<file path="config.mk">
export PLATFORM = sky130hd
export DESIGN_NAME = sbus_frame_encoder
export DESIGN_NICKNAME = d
export VERILOG_FILES = /design/src/hdl/sfe_pkg.sv /design/src/hdl/sfe_scaler.sv /design/src/hdl/sfe_framer.sv /design/src/hdl/sbus_frame_encoder.sv
export SDC_FILE = /design/constraint.sdc
export NUM_CORES = 1
export LEC_CHECK = 0
export BUFFER_PORTS_ARGS = -buffer_cell sky130_fd_sc_hd__buf_2
export CORE_MARGIN = 4
export CORE_UTILIZATION = 60
export DETAILED_ROUTE_END_ITERATION = 16
export GPL_TIMING_DRIVEN = 0
export HOLD_SLACK_MARGIN = 0.03
export PLACE_DENSITY_LB_ADDON = 0.05
export SLEW_MARGIN = 40
export SYNTH_ARGS = -nofsm -noshare
export SYNTH_HDL_FRONTEND = slang
export SYNTH_SLANG_ARGS = --single-unit
</file>
<file path="constraint.sdc">
create_clock -name clk -period 6.26 [get_ports clk]
set_input_delay 0 -clock clk [delete_from_list [all_inputs] [get_ports clk]]
set_output_delay 0 -clock clk [all_outputs]
set_load 0.02 [all_outputs]
</file>
<file path="src/hdl/sfe_pkg.sv">
// Package for the S.BUS frame encoder: widths, frame layout constants,
// scaling constants, controller state type and framer control struct.
// No dependencies; every other file in hdl/ imports it.
package sfe_pkg;

  // Channel set and frame layout
  localparam int NUM_CHANNELS = 16;
  localparam int CH_BITS      = 11;
  localparam int CHAN_IDX_W   = 4;
  localparam int FRAME_BITS   = NUM_CHANNELS * CH_BITS;   // 176 packed bits
  localparam int DATA_BYTES   = (FRAME_BITS + 7) / 8;     // 22
  localparam int FRAME_LEN    = DATA_BYTES + 3;           // 25
  localparam int BYTE_IDX_W   = 5;

  localparam logic [CHAN_IDX_W-1:0] LAST_CHAN = CHAN_IDX_W'(NUM_CHANNELS - 1);

  // Byte positions within a frame
  localparam logic [BYTE_IDX_W-1:0] BYTE_HDR        = BYTE_IDX_W'(0);
  localparam logic [BYTE_IDX_W-1:0] BYTE_DATA_FIRST = BYTE_IDX_W'(1);
  localparam logic [BYTE_IDX_W-1:0] BYTE_DATA_LAST  = BYTE_IDX_W'(DATA_BYTES);
  localparam logic [BYTE_IDX_W-1:0] BYTE_FLAGS      = BYTE_IDX_W'(DATA_BYTES + 1);
  localparam logic [BYTE_IDX_W-1:0] BYTE_FTR        = BYTE_IDX_W'(FRAME_LEN - 1);

  localparam logic [7:0] HDR_BYTE = 8'h0F;
  localparam logic [7:0] FTR_BYTE = 8'h00;
  localparam int FLAG_LOSS_BIT = 2;
  localparam int FLAG_FS_BIT   = 3;

  // Stream payload layout
  localparam int IN_W       = 12;
  localparam int S_TDATA_W  = 16;
  localparam int LOSS_POS   = 12;
  localparam int FS_POS     = 13;
  localparam int M_TDATA_W  = 8;

  // Scaling: (v - 990) * 1638 / 1020 + 173 == (v - 990) * 273 / 170 + 173
  localparam logic [IN_W:0]      IN_MIN    = 13'd990;
  localparam logic [CH_BITS-1:0] OUT_MIN   = 11'd173;
  localparam int                 PROD_W    = 20;      // 3105 * 273 < 2**20
  localparam int                 REM_W     = 8;
  localparam logic [REM_W:0]     SCALE_DIV = 9'd170;
  localparam int                 DIV_CNT_W = 5;
  localparam logic [DIV_CNT_W-1:0] DIV_STEPS = DIV_CNT_W'(PROD_W);

  typedef enum logic [1:0] {
    S_IDLE,
    S_SCALE,
    S_EMIT
  } state_t;

  typedef struct packed {
    logic load;      // shift a new scaled channel into the frame register
    logic advance;   // current frame byte transferred
    logic loss;      // signal-loss flag for the flags byte
    logic failsafe;  // failsafe flag for the flags byte
  } frame_ctrl_t;

endpackage

</file>
<file path="src/hdl/sfe_scaler.sv">
// Channel scaler: maps a pulse width to an 11-bit S.BUS value with a
// bit-serial restoring divider (one quotient bit per cycle). Uses sfe_pkg.
module sfe_scaler (
  input  logic                        clk,
  input  logic                        rst,
  input  logic                        start,
  input  logic [sfe_pkg::IN_W-1:0]    value,
  output logic                        done,
  output logic [sfe_pkg::CH_BITS-1:0] result
);
  import sfe_pkg::*;

  logic                 busy;
  logic [DIV_CNT_W-1:0] cnt;
  logic                 neg;
  logic [REM_W-1:0]     rem;
  logic [PROD_W-1:0]    dvd;   // dividend in, quotient out

  logic [IN_W:0]     diff;
  logic [IN_W:0]     diff_abs;
  logic [PROD_W-1:0] mag_ext;
  logic [PROD_W-1:0] prod;
  logic [REM_W:0]    trial;
  logic              ge;
  logic [REM_W-1:0]  rem_next;
  logic [CH_BITS-1:0] q_low;
  logic [CH_BITS-1:0] q_signed;

  // Signed offset, then magnitude times 273 as shift-and-add
  assign diff     = {1'b0, value} - IN_MIN;
  assign diff_abs = diff[IN_W] ? (~diff + 1'b1) : diff;
  assign mag_ext  = PROD_W'(diff_abs[IN_W-1:0]);
  assign prod     = (mag_ext << 8) + (mag_ext << 4) + mag_ext;

  // One restoring step
  assign trial    = {rem, dvd[PROD_W-1]};
  assign ge       = (trial >= SCALE_DIV);
  assign rem_next = ge ? REM_W'(trial - SCALE_DIV) : trial[REM_W-1:0];

  // Truncation toward zero: negate the magnitude quotient; keep 11 bits
  assign q_low    = dvd[CH_BITS-1:0];
  assign q_signed = neg ? (~q_low + 1'b1) : q_low;
  assign result   = q_signed + OUT_MIN;

  always_ff @(posedge clk) begin
    if (rst) begin
      busy <= 1'b0;
      done <= 1'b0;
      cnt  <= '0;
    end else begin
      done <= 1'b0;
      if (start) begin
        busy <= 1'b1;
        cnt  <= DIV_STEPS;
      end else if (busy) begin
        cnt <= cnt - 1'b1;
        if (cnt == DIV_CNT_W'(1)) begin
          busy <= 1'b0;
          done <= 1'b1;
        end
      end
    end
  end

  always_ff @(posedge clk) begin
    if (start) begin
      neg <= diff[IN_W];
      rem <= '0;
      dvd <= prod;
    end else if (busy) begin
      rem <= rem_next;
      dvd <= {dvd[PROD_W-2:0], ge};
    end
  end

endmodule

</file>
<file path="src/hdl/sfe_framer.sv">
// Frame builder: 176-bit shift register collecting channels, emitted a
// byte per transfer between header, flags and footer. Uses sfe_pkg.
module sfe_framer (
  input  logic                          clk,
  input  logic                          rst,
  input  sfe_pkg::frame_ctrl_t          ctrl,
  input  logic [sfe_pkg::CH_BITS-1:0]   chan_value,
  output logic [sfe_pkg::M_TDATA_W-1:0] frame_byte,
  output logic                          last_byte
);
  import sfe_pkg::*;

  logic [FRAME_BITS-1:0] sreg;
  logic [BYTE_IDX_W-1:0] byte_idx;
  logic                  is_data;
  logic [7:0]            flags;

  assign is_data   = (byte_idx >= BYTE_DATA_FIRST) && (byte_idx <= BYTE_DATA_LAST);
  assign last_byte = (byte_idx == BYTE_FTR);

  always_comb begin
    flags = '0;
    flags[FLAG_LOSS_BIT] = ctrl.loss;
    flags[FLAG_FS_BIT]   = ctrl.failsafe;
  end

  always_comb begin
    case (byte_idx)
      BYTE_HDR:   frame_byte = HDR_BYTE;
      BYTE_FLAGS: frame_byte = flags;
      BYTE_FTR:   frame_byte = FTR_BYTE;
      default:    frame_byte = sreg[7:0];
    endcase
  end

  // New channels enter at the top, so channel 0 ends up in the low bits
  always_ff @(posedge clk) begin
    if (ctrl.load) begin
      sreg <= {chan_value, sreg[FRAME_BITS-1:CH_BITS]};
    end else if (ctrl.advance && is_data) begin
      sreg <= {8'h00, sreg[FRAME_BITS-1:8]};
    end
  end

  always_ff @(posedge clk) begin
    if (rst) begin
      byte_idx <= BYTE_HDR;
    end else if (ctrl.advance) begin
      byte_idx <= last_byte ? BYTE_HDR : byte_idx + 1'b1;
    end
  end

endmodule

</file>
<file path="src/hdl/sbus_frame_encoder.sv">
// S.BUS 16-channel frame encoder, top level: controller, channel counter,
// scaler and framer. Uses sfe_pkg, sfe_scaler, sfe_framer.
//
// Usage:
//  - Slave stream (s_*): one transfer per channel, channel 0 first. tdata
//    carries the pulse width in microseconds plus the two status flags;
//    the flags only matter on the sixteenth transfer of a frame.
//  - Master stream (m_*): after the sixteenth channel, 25 byte transfers:
//    header 0x0F, 22 packed channel bytes (LSB first), flags byte, footer
//    0x00 with tlast set.
//  - Each channel passes through the accept cycle, the bit-serial divider
//    in the scaler, and a shift of the scaled value into the frame
//    register. s_tready is low from after the accept until that shift.
//  - After the sixteenth channel s_tready stays low until the footer
//    transfer.
//  - A stall on the master side simply holds the current byte; nothing
//    is lost, and input stays blocked until the frame is out.
//  - Reset (rst, synchronous) returns to channel 0 with no frame pending;
//    stored channel values are not cleared, since every one is rewritten
//    before the next frame goes out.
module sbus_frame_encoder (
  input  logic                          clk,
  input  logic                          rst,
  // tdata: [11:0] channel_value, [12] signal_loss, [13] failsafe, [15:14] zero
  input  logic [sfe_pkg::S_TDATA_W-1:0] s_tdata,
  input  logic                          s_tvalid,
  output logic                          s_tready,
  // tdata: [7:0] frame_byte
  output logic [sfe_pkg::M_TDATA_W-1:0] m_tdata,
  output logic                          m_tvalid,
  input  logic                          m_tready,
  output logic                          m_tlast
);
  import sfe_pkg::*;

  state_t                state;
  state_t                state_next;
  logic [CHAN_IDX_W-1:0] chan_count;
  logic                  loss_q;
  logic                  fs_q;

  logic                  in_xfer;
  logic                  scale_done;
  logic [CH_BITS-1:0]    scale_result;
  frame_ctrl_t           fctrl;

  assign in_xfer = s_tvalid && s_tready;

  sfe_scaler u_scaler (
    .clk    (clk),
    .rst    (rst),
    .start  (in_xfer),
    .value  (s_tdata[IN_W-1:0]),
    .done   (scale_done),
    .result (scale_result)
  );

  sfe_framer u_framer (
    .clk        (clk),
    .rst        (rst),
    .ctrl       (fctrl),
    .chan_value (scale_result),
    .frame_byte (m_tdata),
    .last_byte  (m_tlast)
  );

  // Next state
  always_comb begin
    state_next = state;
    case (state)
      S_IDLE: begin
        if (in_xfer) state_next = S_SCALE;
      end
      S_SCALE: begin
        if (scale_done) state_next = (chan_count == LAST_CHAN) ? S_EMIT : S_IDLE;
      end
      S_EMIT: begin
        if (m_tready && m_tlast) state_next = S_IDLE;
      end
      default: state_next = S_IDLE;
    endcase
  end

  // Outputs
  always_comb begin
    s_tready       = 1'b0;
    m_tvalid       = 1'b0;
    fctrl.load     = 1'b0;
    fctrl.advance  = 1'b0;
    fctrl.loss     = loss_q;
    fctrl.failsafe = fs_q;
    case (state)
      S_IDLE:  s_tready = 1'b1;
      S_SCALE: fctrl.load = scale_done;
      S_EMIT: begin
        m_tvalid      = 1'b1;
        fctrl.advance = m_tready;
      end
      default: ;
    endcase
  end

  always_ff @(posedge clk) begin
    if (rst) begin
      state      <= S_IDLE;
      chan_count <= '0;
    end else begin
      state <= state_next;
      if (fctrl.load) chan_count <= chan_count + 1'b1;  // wraps after channel 15
    end
  end

  // Flags from the most recent transfer; the sixteenth one is in place
  // for the whole frame since input is blocked until the footer.
  always_ff @(posedge clk) begin
    if (in_xfer) begin
      loss_q <= s_tdata[LOSS_POS];
      fs_q   <= s_tdata[FS_POS];
    end
  end

endmodule

</file>
Word-level counts from Yosys, hierarchy flattened
Index checks and enable logic that the tools add are counted.
- bits in registers: 225
- latch bits: 0
- memories: 0
- logic and storage cells: 73
- bits in read-only memories: 0
- bits in writable memories: 0
- input port bits: 20
- output and inout bits: 11
- bitwise gates (word level): 3
- reductions and logical operators: 11
- shift-type cells: 0
- equality and inequality tests: 9
- add/sub/neg operators: 10
- mux-type cells: 24
- magnitude comparators: 3
- multiply operators: 0
- divide/modulo/power cells: 0
- operator list (kind ; number):
    two-way mux 176 bit ; 2
    two-way mux 20 bit ; 2
    case mux 8 bit (3 select lines) ; 1
    adder 20 x 12 -> 20 bit ; 1
    adder 20 x 16 -> 20 bit ; 1
    two-way mux 5 bit ; 3
    subtractor 12 x 10 -> 13 bit, second input constant ; 1
    adder 12 x 1 -> 12 bit, second input constant ; 1
    two-way mux 12 bit ; 1
    inverter 12 bit ; 1
    adder 11 x 1 -> 11 bit, second input constant ; 1
    adder 11 x 8 -> 11 bit, second input constant ; 1
    two-way mux 11 bit ; 1
    inverter 11 bit ; 1
    equality test 5 bit, second input constant ; 2
    >= comparator 9 x 8 -> 1 bit, second input constant ; 1
    two-way mux 1 bit ; 8
    two-way mux 2 bit ; 4
    two-way mux 8 bit ; 1
    subtractor 8 bit, second input constant ; 1
    case mux 2 bit (3 select lines) ; 1
    adder 5 x 1 -> 5 bit, second input constant ; 1
    equality test 5 x 1 -> 1 bit, second input constant ; 1
    >= comparator 5 x 1 -> 1 bit, second input constant ; 1
    other kinds (16) ; 21

Longest topological paths before layout
- depth in word-level cells: 7
- mapped depth: 17
- depth with buffers taken out: 16

Cells and area by module
Synthesis repeated with hierarchy kept, for this count alone.
- cell total of the unflattened synthesis: 850
- area, all modules: 11951.5 sq um
- by module, submodules not included (module ; cells each ; sequential area each (sq um) ; area an instance (sq um) ; instances):
    sfe_framer ; 441 ; 5385.2 ; 8319.2 ; 1
    sfe_scaler ; 375 ; 930.9 ; 3280.6 ; 1
    sbus_frame_encoder ; 34 ; 180.2 ; 351.6 ; 1

Least setup slack after synthesis
No wires, ideal clock.
- kind: flip-flop to flip-flop
- from: register state[1]
- to: register u_framer.sreg[0] (enable)
- buffers on the path: 0
- data arrival time: 4.811 ns
- setup time: 0.544 ns
- stages on the path, launching flop included: 6
- clock period less this slack: 5.355 ns
- required time: 5.716 ns
- path slack: 0.905 ns
- path through: dfxtp_1 nor2b_1 nand2_1 a21oi_1 nand2_1 nand2_1
- cells in the longest elaborated chain, start to end: 4
- elaborated cells between the ends (all ways): 6
- classes of those cells: 2 x eq/ne; 2 x mux; 2 x reduce/logical
- ends and longest elaborated chain (what ; RTL line ; text):
    start, declared ; sbus_frame_encoder.sv:36 ; state_t state;
    start signal, assigned ; sbus_frame_encoder.sv:108 ; state <= state_next;
    equality test 2 bit ; sbus_frame_encoder.sv:92 ; case (state)
    two-way mux 1 bit ; sbus_frame_encoder.sv:92 ;
    logical AND 1 bit ; sfe_framer.sv:40 ; end else if (ctrl.advance && is_data) begin
    nonzero test 2 bit (no line) (*) ; - ;
    end signal, assigned ; sfe_framer.sv:39 ; sreg <= {chan_value, sreg[FRAME_BITS-1:CH_BITS]};
    end signal, assigned ; sfe_framer.sv:41 ; sreg <= {8'h00, sreg[FRAME_BITS-1:8]};
    end, declared ; sfe_framer.sv:13 ; logic [FRAME_BITS-1:0] sreg;
Mark *: on every way between the ends. The rest lies on a longest branch, timed or not.
A chain may end at the register's enable or synchronous reset.

Final worst setup path
- from: input s_tdata[1] (netlist name)
- to: register u_scaler.dvd[14] (data pin)
- cells in the longest elaborated chain, start to end: 7
- ends and longest elaborated chain (what ; RTL line ; text):
    start, declared ; sbus_frame_encoder.sv:25 ; input logic [sfe_pkg::S_TDATA_W-1:0] s_tdata,
    subtractor 12 x 10 -> 13 bit (*) ; sfe_scaler.sv:30 ; assign diff = {1'b0, value} - IN_MIN;
    inverter 12 bit ; sfe_scaler.sv:31 ; assign diff_abs = diff[IN_W] ? (~diff + 1'b1) : diff;
    adder 12 x 1 -> 12 bit ; sfe_scaler.sv:31 ;
    two-way mux 12 bit (*) ; sfe_scaler.sv:31 ;
    adder 20 x 16 -> 20 bit ; sfe_scaler.sv:33 ; assign prod = (mag_ext << 8) + (mag_ext << 4) + mag_ext;
    adder 20 x 12 -> 20 bit (*) ; sfe_scaler.sv:33 ;
    two-way mux 20 bit (*) ; sfe_scaler.sv:66 ; if (start) begin
    end signal, assigned ; sfe_scaler.sv:69 ; dvd <= prod;
    end signal, assigned ; sfe_scaler.sv:72 ; dvd <= {dvd[PROD_W-2:0], ge};
    end, declared ; sfe_scaler.sv:17 ; logic [PROD_W-1:0] dvd;
Marked as above.

==> results.py <==
metrics = {
    "logic_synthesis": {
        "sequential_fraction_of_the_synthesis_area": 0.569,
        "yosysUniqueCellTypes": 73,
        "mapped_cells": 1180,
        "yosysWarnings": 0,
        "synth_top_flop_cell": "sky130_fd_sc_hd__edfxtp_1",
        "netlist_area_before_placement_sq_um": 11400,
        "syn_area_per_cell_sq_um": 9.68,
        "syn_nets": 1238,
        "ys_seq_elements": 225,
        "synth-edff-count": 199,
        "postSynth.asyncResetShare": 0,
    },
    "finish": {
        "layout_common_cells": "sky130_fd_sc_hd__nand2_1 (547), sky130_fd_sc_hd__edfxtp_1 (199), sky130_fd_sc_hd__clkbuf_1 (57), sky130_fd_sc_hd__nor2_1 (45), sky130_fd_sc_hd__ha_1 (33)",
        "flow.area_growth_from_synthesis_pct": 11.3,
        "final_area_sq_um": 12700,
        "mostFrequentLayoutCell": "sky130_fd_sc_hd__nand2_1",
        "number_of_diodes_added_for_antenna_fixing": 0,
        "share_of_post_route_cells_with_drive_strength_above_1": 0.0730,
        "design.final.nets": 1301,
    },
    "worst_setup_path": {
        "cpLargestDelayFamily": "compound AO/OA/AOI/OAI gates",
        "reg2reg_to": "u_framer.sreg[110]",
        "worstSetupStartpointType": "input pin",
        "worst-path-buf-inv": 1,
        "critical_path.slowest_cell": "sky130_fd_sc_hd__or4b_2",
        "max_fo_critical_path": 6,
        "cp_data_arrival_time_ns": 4.24,
        "setup.worst_path.end_class": "flip-flop",
        "ff2ff_path_depth": 8,
        "worst_ep_required_time_ns": 6.63,
        "setup.reg_to_reg.worst_slack_ns": 3.64,
        "critical-path-max-stage-delay_ns": 0.63,
        "worstReg2RegStart": "state[1]",
        "path_cells": "buf_2 -> ha_1 -> nand2b_1 -> nor3_2 -> a211oi_1 -> o31ai_1 -> xnor2_1 -> fa_1 -> ha_1 -> o21ai_0 -> o21ai_0 -> a21o_1 -> a21o_1 -> a21oi_1 -> or4b_2 -> nand3_1",
        "worstSetupPathType": "input pin to flip-flop",
    },
    "detailed_routing": {
        "routed_via_density": 5.36,
        "first_iter_violations": 515,
        "antenna_violating_nets_post_route": 0,
        "route.detailed.drc": 0,
        "via_count": 8007,
        "firstDrtPassIters": 4,
        "routed_wl_microns": 21200,
        "drt-wirelength-per-cell_microns": 14.2,
    },
    "place": {
        "postPlaceCellArea_sq_um": 11900,
        "portBuffers": 26,
        "detailedPlacementHpwl_microns": 14700,
        "place_congestion": 0.810,
    },
    "die": {
        "fp-row-count": 50,
        "die_w_microns": 146,
        "chipHeight_microns": 146,
        "die_area_sq_um": 21300,
        "num_io_pins": 31,
        "placeableCoreArea_sq_um": 18700,
        "initial_core_util": 0.611,
    },
    "global_routing": {
        "grt_usage": 0.200,
        "grt_remaining_overflow": 0,
        "via_count_of_the_first_global_routing_pass": 7617,
        "grt_first_pass_wirelength_microns": 36100,
        "grt_antenna_before_repair": 0,
        "grt_max_degree": 42,
    },
    "pwr": {
        "power.density_nw_per_um2": 276,
        "vdd_ir_drop_max_v": 0.000167,
        "p_leak_nw": 5.17,
        "pnr_total_power_mw": 3.51,
    },
    "sta": {
        "drv_slew": 0,
        "max_slew.worst_pin.slew_ns": 0.789,
        "maxSlewHeadroom": 0.474,
        "hold_violations": 0,
        "finalSetupViolations": 0,
        "achievable-frequency_mhz": 258,
        "rsz0062_at_grt": "false",
        "layout_worst_path_cycle_share": 0.618,
        "final.setup_skew_ns": 0.0168,
        "finalCriticalPeriod_ns": 3.87,
    },
    "clock_network": {
        "cts_hold_buf": 6,
        "sinks_on_clock_net": 225,
        "tritoncts": "done",
        "cts_made_buffers": 25,
        "ctsLongestPathBuffers": 3,
        "post-cts-setup-buffers": 0,
        "clockRootBuffer": "sky130_fd_sc_hd__clkbuf_16",
        "cts.clk_slew.worst_paths_ns": 0.06,
        "cts.htree.levels": 1,
        "clock_latency_ns": 0.51,
        "cts_resized": 0,
    },
    "min_path": {
        "hold_path.startpoint": "s_tdata[11]",
        "kind_of_path_behind_the_tightest_hold_check": "input pin to flip-flop",
        "hold-path-cell-count": 4,
        "hold-path-endpoint": "u_scaler.dvd[18]",
    },
    "outcome": {
        "outcome": "finished, final reports clean",
    },
    "run": {
        "max-cap-violations": 0,
    },
}
==> cell type report <==
cell class,count,area [sq um]
clock inverters,6,33.8
multi-input cells,875,4620
plain buffers,53,224
well taps,234,293
repair buffers,36,270
fillers,1460,5990
clock buffers,38,674
flip-flops and latches,225,6500
inverters,27,101
==> per-layer routing <==
metal / track usage / wire length [microns]
met5: 0 / 0
met4: 0.0405 / 384
met1: 0.286 / 10100
met2: 0.331 / 9930
met3: 0.0293 / 770
==> cell families (layout without fill, tap and decap cells) <==
family          count (synthesis)  count (layout)  synth area share
simple gates                  667             667             0.241
fa+ha+maj                      38              38            0.0449
mux                             8               8           0.00723
buf+inv                        80             160            0.0285
compound gates                111             111            0.0696
xor+xnor                       51              51            0.0398
flops                         225             225             0.569
==> through the flow <==
step / worst slack, ns / setup TNS, ns / hold WS, ns / utilization / cells
after CTS: 2.42 / 0 / 0.0706 / 0.680 / 1494
after global routing: 2.07 / 0 / 0.105 / 0.680 / 1494
after global placement: -0.644 / -110.88 / 0.186 / 0.633 / 1440
final: 2.39 / 0 / 0.0937 / 0.680 / 1494
after detailed placement: 1.91 / 0 / 0.181 / 0.639 / 1444
after floorplan: 0.905 / 0 / 0.0770 / - / 1180
==> worst register-to-register path, cell delays in order, from the launching register on <==
cell	delay [ns]
sky130_fd_sc_hd__dfxtp_1	0.40
sky130_fd_sc_hd__nor2b_1	0.29
sky130_fd_sc_hd__nand2_1	0.13
sky130_fd_sc_hd__a21oi_1	0.13
sky130_fd_sc_hd__nand2_1	0.11
sky130_fd_sc_hd__nand2_4	0.38
sky130_fd_sc_hd__buf_12	0.31
sky130_fd_sc_hd__buf_12	0.28
sky130_fd_sc_hd__buf_12	0.26
==> how the worst max path moves through the flow <==
stage	startpoint	to	slack [ns]	cells past startpoint
2_1_floorplan	state[1]	u_framer.sreg[0]	0.91	5
3_3_place_gp	u_framer.byte_idx[0]	u_framer.sreg[116]	-0.64	6
3_5_place_dp	s_tdata[1]	u_scaler.dvd[14]	1.91	16
4_1_cts	s_tdata[1]	u_scaler.dvd[14]	2.42	16
5_1_grt	s_tdata[1]	u_scaler.dvd[14]	2.07	16
6_report	s_tdata[1]	u_scaler.dvd[14]	2.39	16
==> Yosys cell counts, drive strengths merged (7+ instances only) <==
library cell,n,share of area
nand2,549,0.18
edfxtp,199,0.52
nor2,45,0.015
clkbuf,44,0.014
ha,33,0.036
o21ai,32,0.014
xnor2,28,0.021
inv,27,0.0089
dfxtp,26,0.046
a21oi,24,0.011
xor2,23,0.018
nor3,11,0.0057
a211oi,9,0.0059
buf,9,0.0051
a21o,8,0.0053
nand3,8,0.0046
or3,8,0.0057
nand2b,7,0.0038
o31ai,7,0.0070
==> state kept, by name, indices dropped and copies added, names as in the netlist <==
name               cells
u_framer.sreg        176
u_scaler.dvd          20
u_scaler.rem           8
u_framer.byte_idx      5
u_scaler.cnt           5
chan_count             4
state                  2
fs_q                   1
loss_q                 1
u_scaler.busy          1
u_scaler.done          1
u_scaler.neg           1
==> report_power, final <==
group | internal [mW] | switching (mW)
clock network | 0.740 | 0.563
registers | 1.67 | 0.0364
logic | 0.219 | 0.283
(Power assumes the default switching activity.)
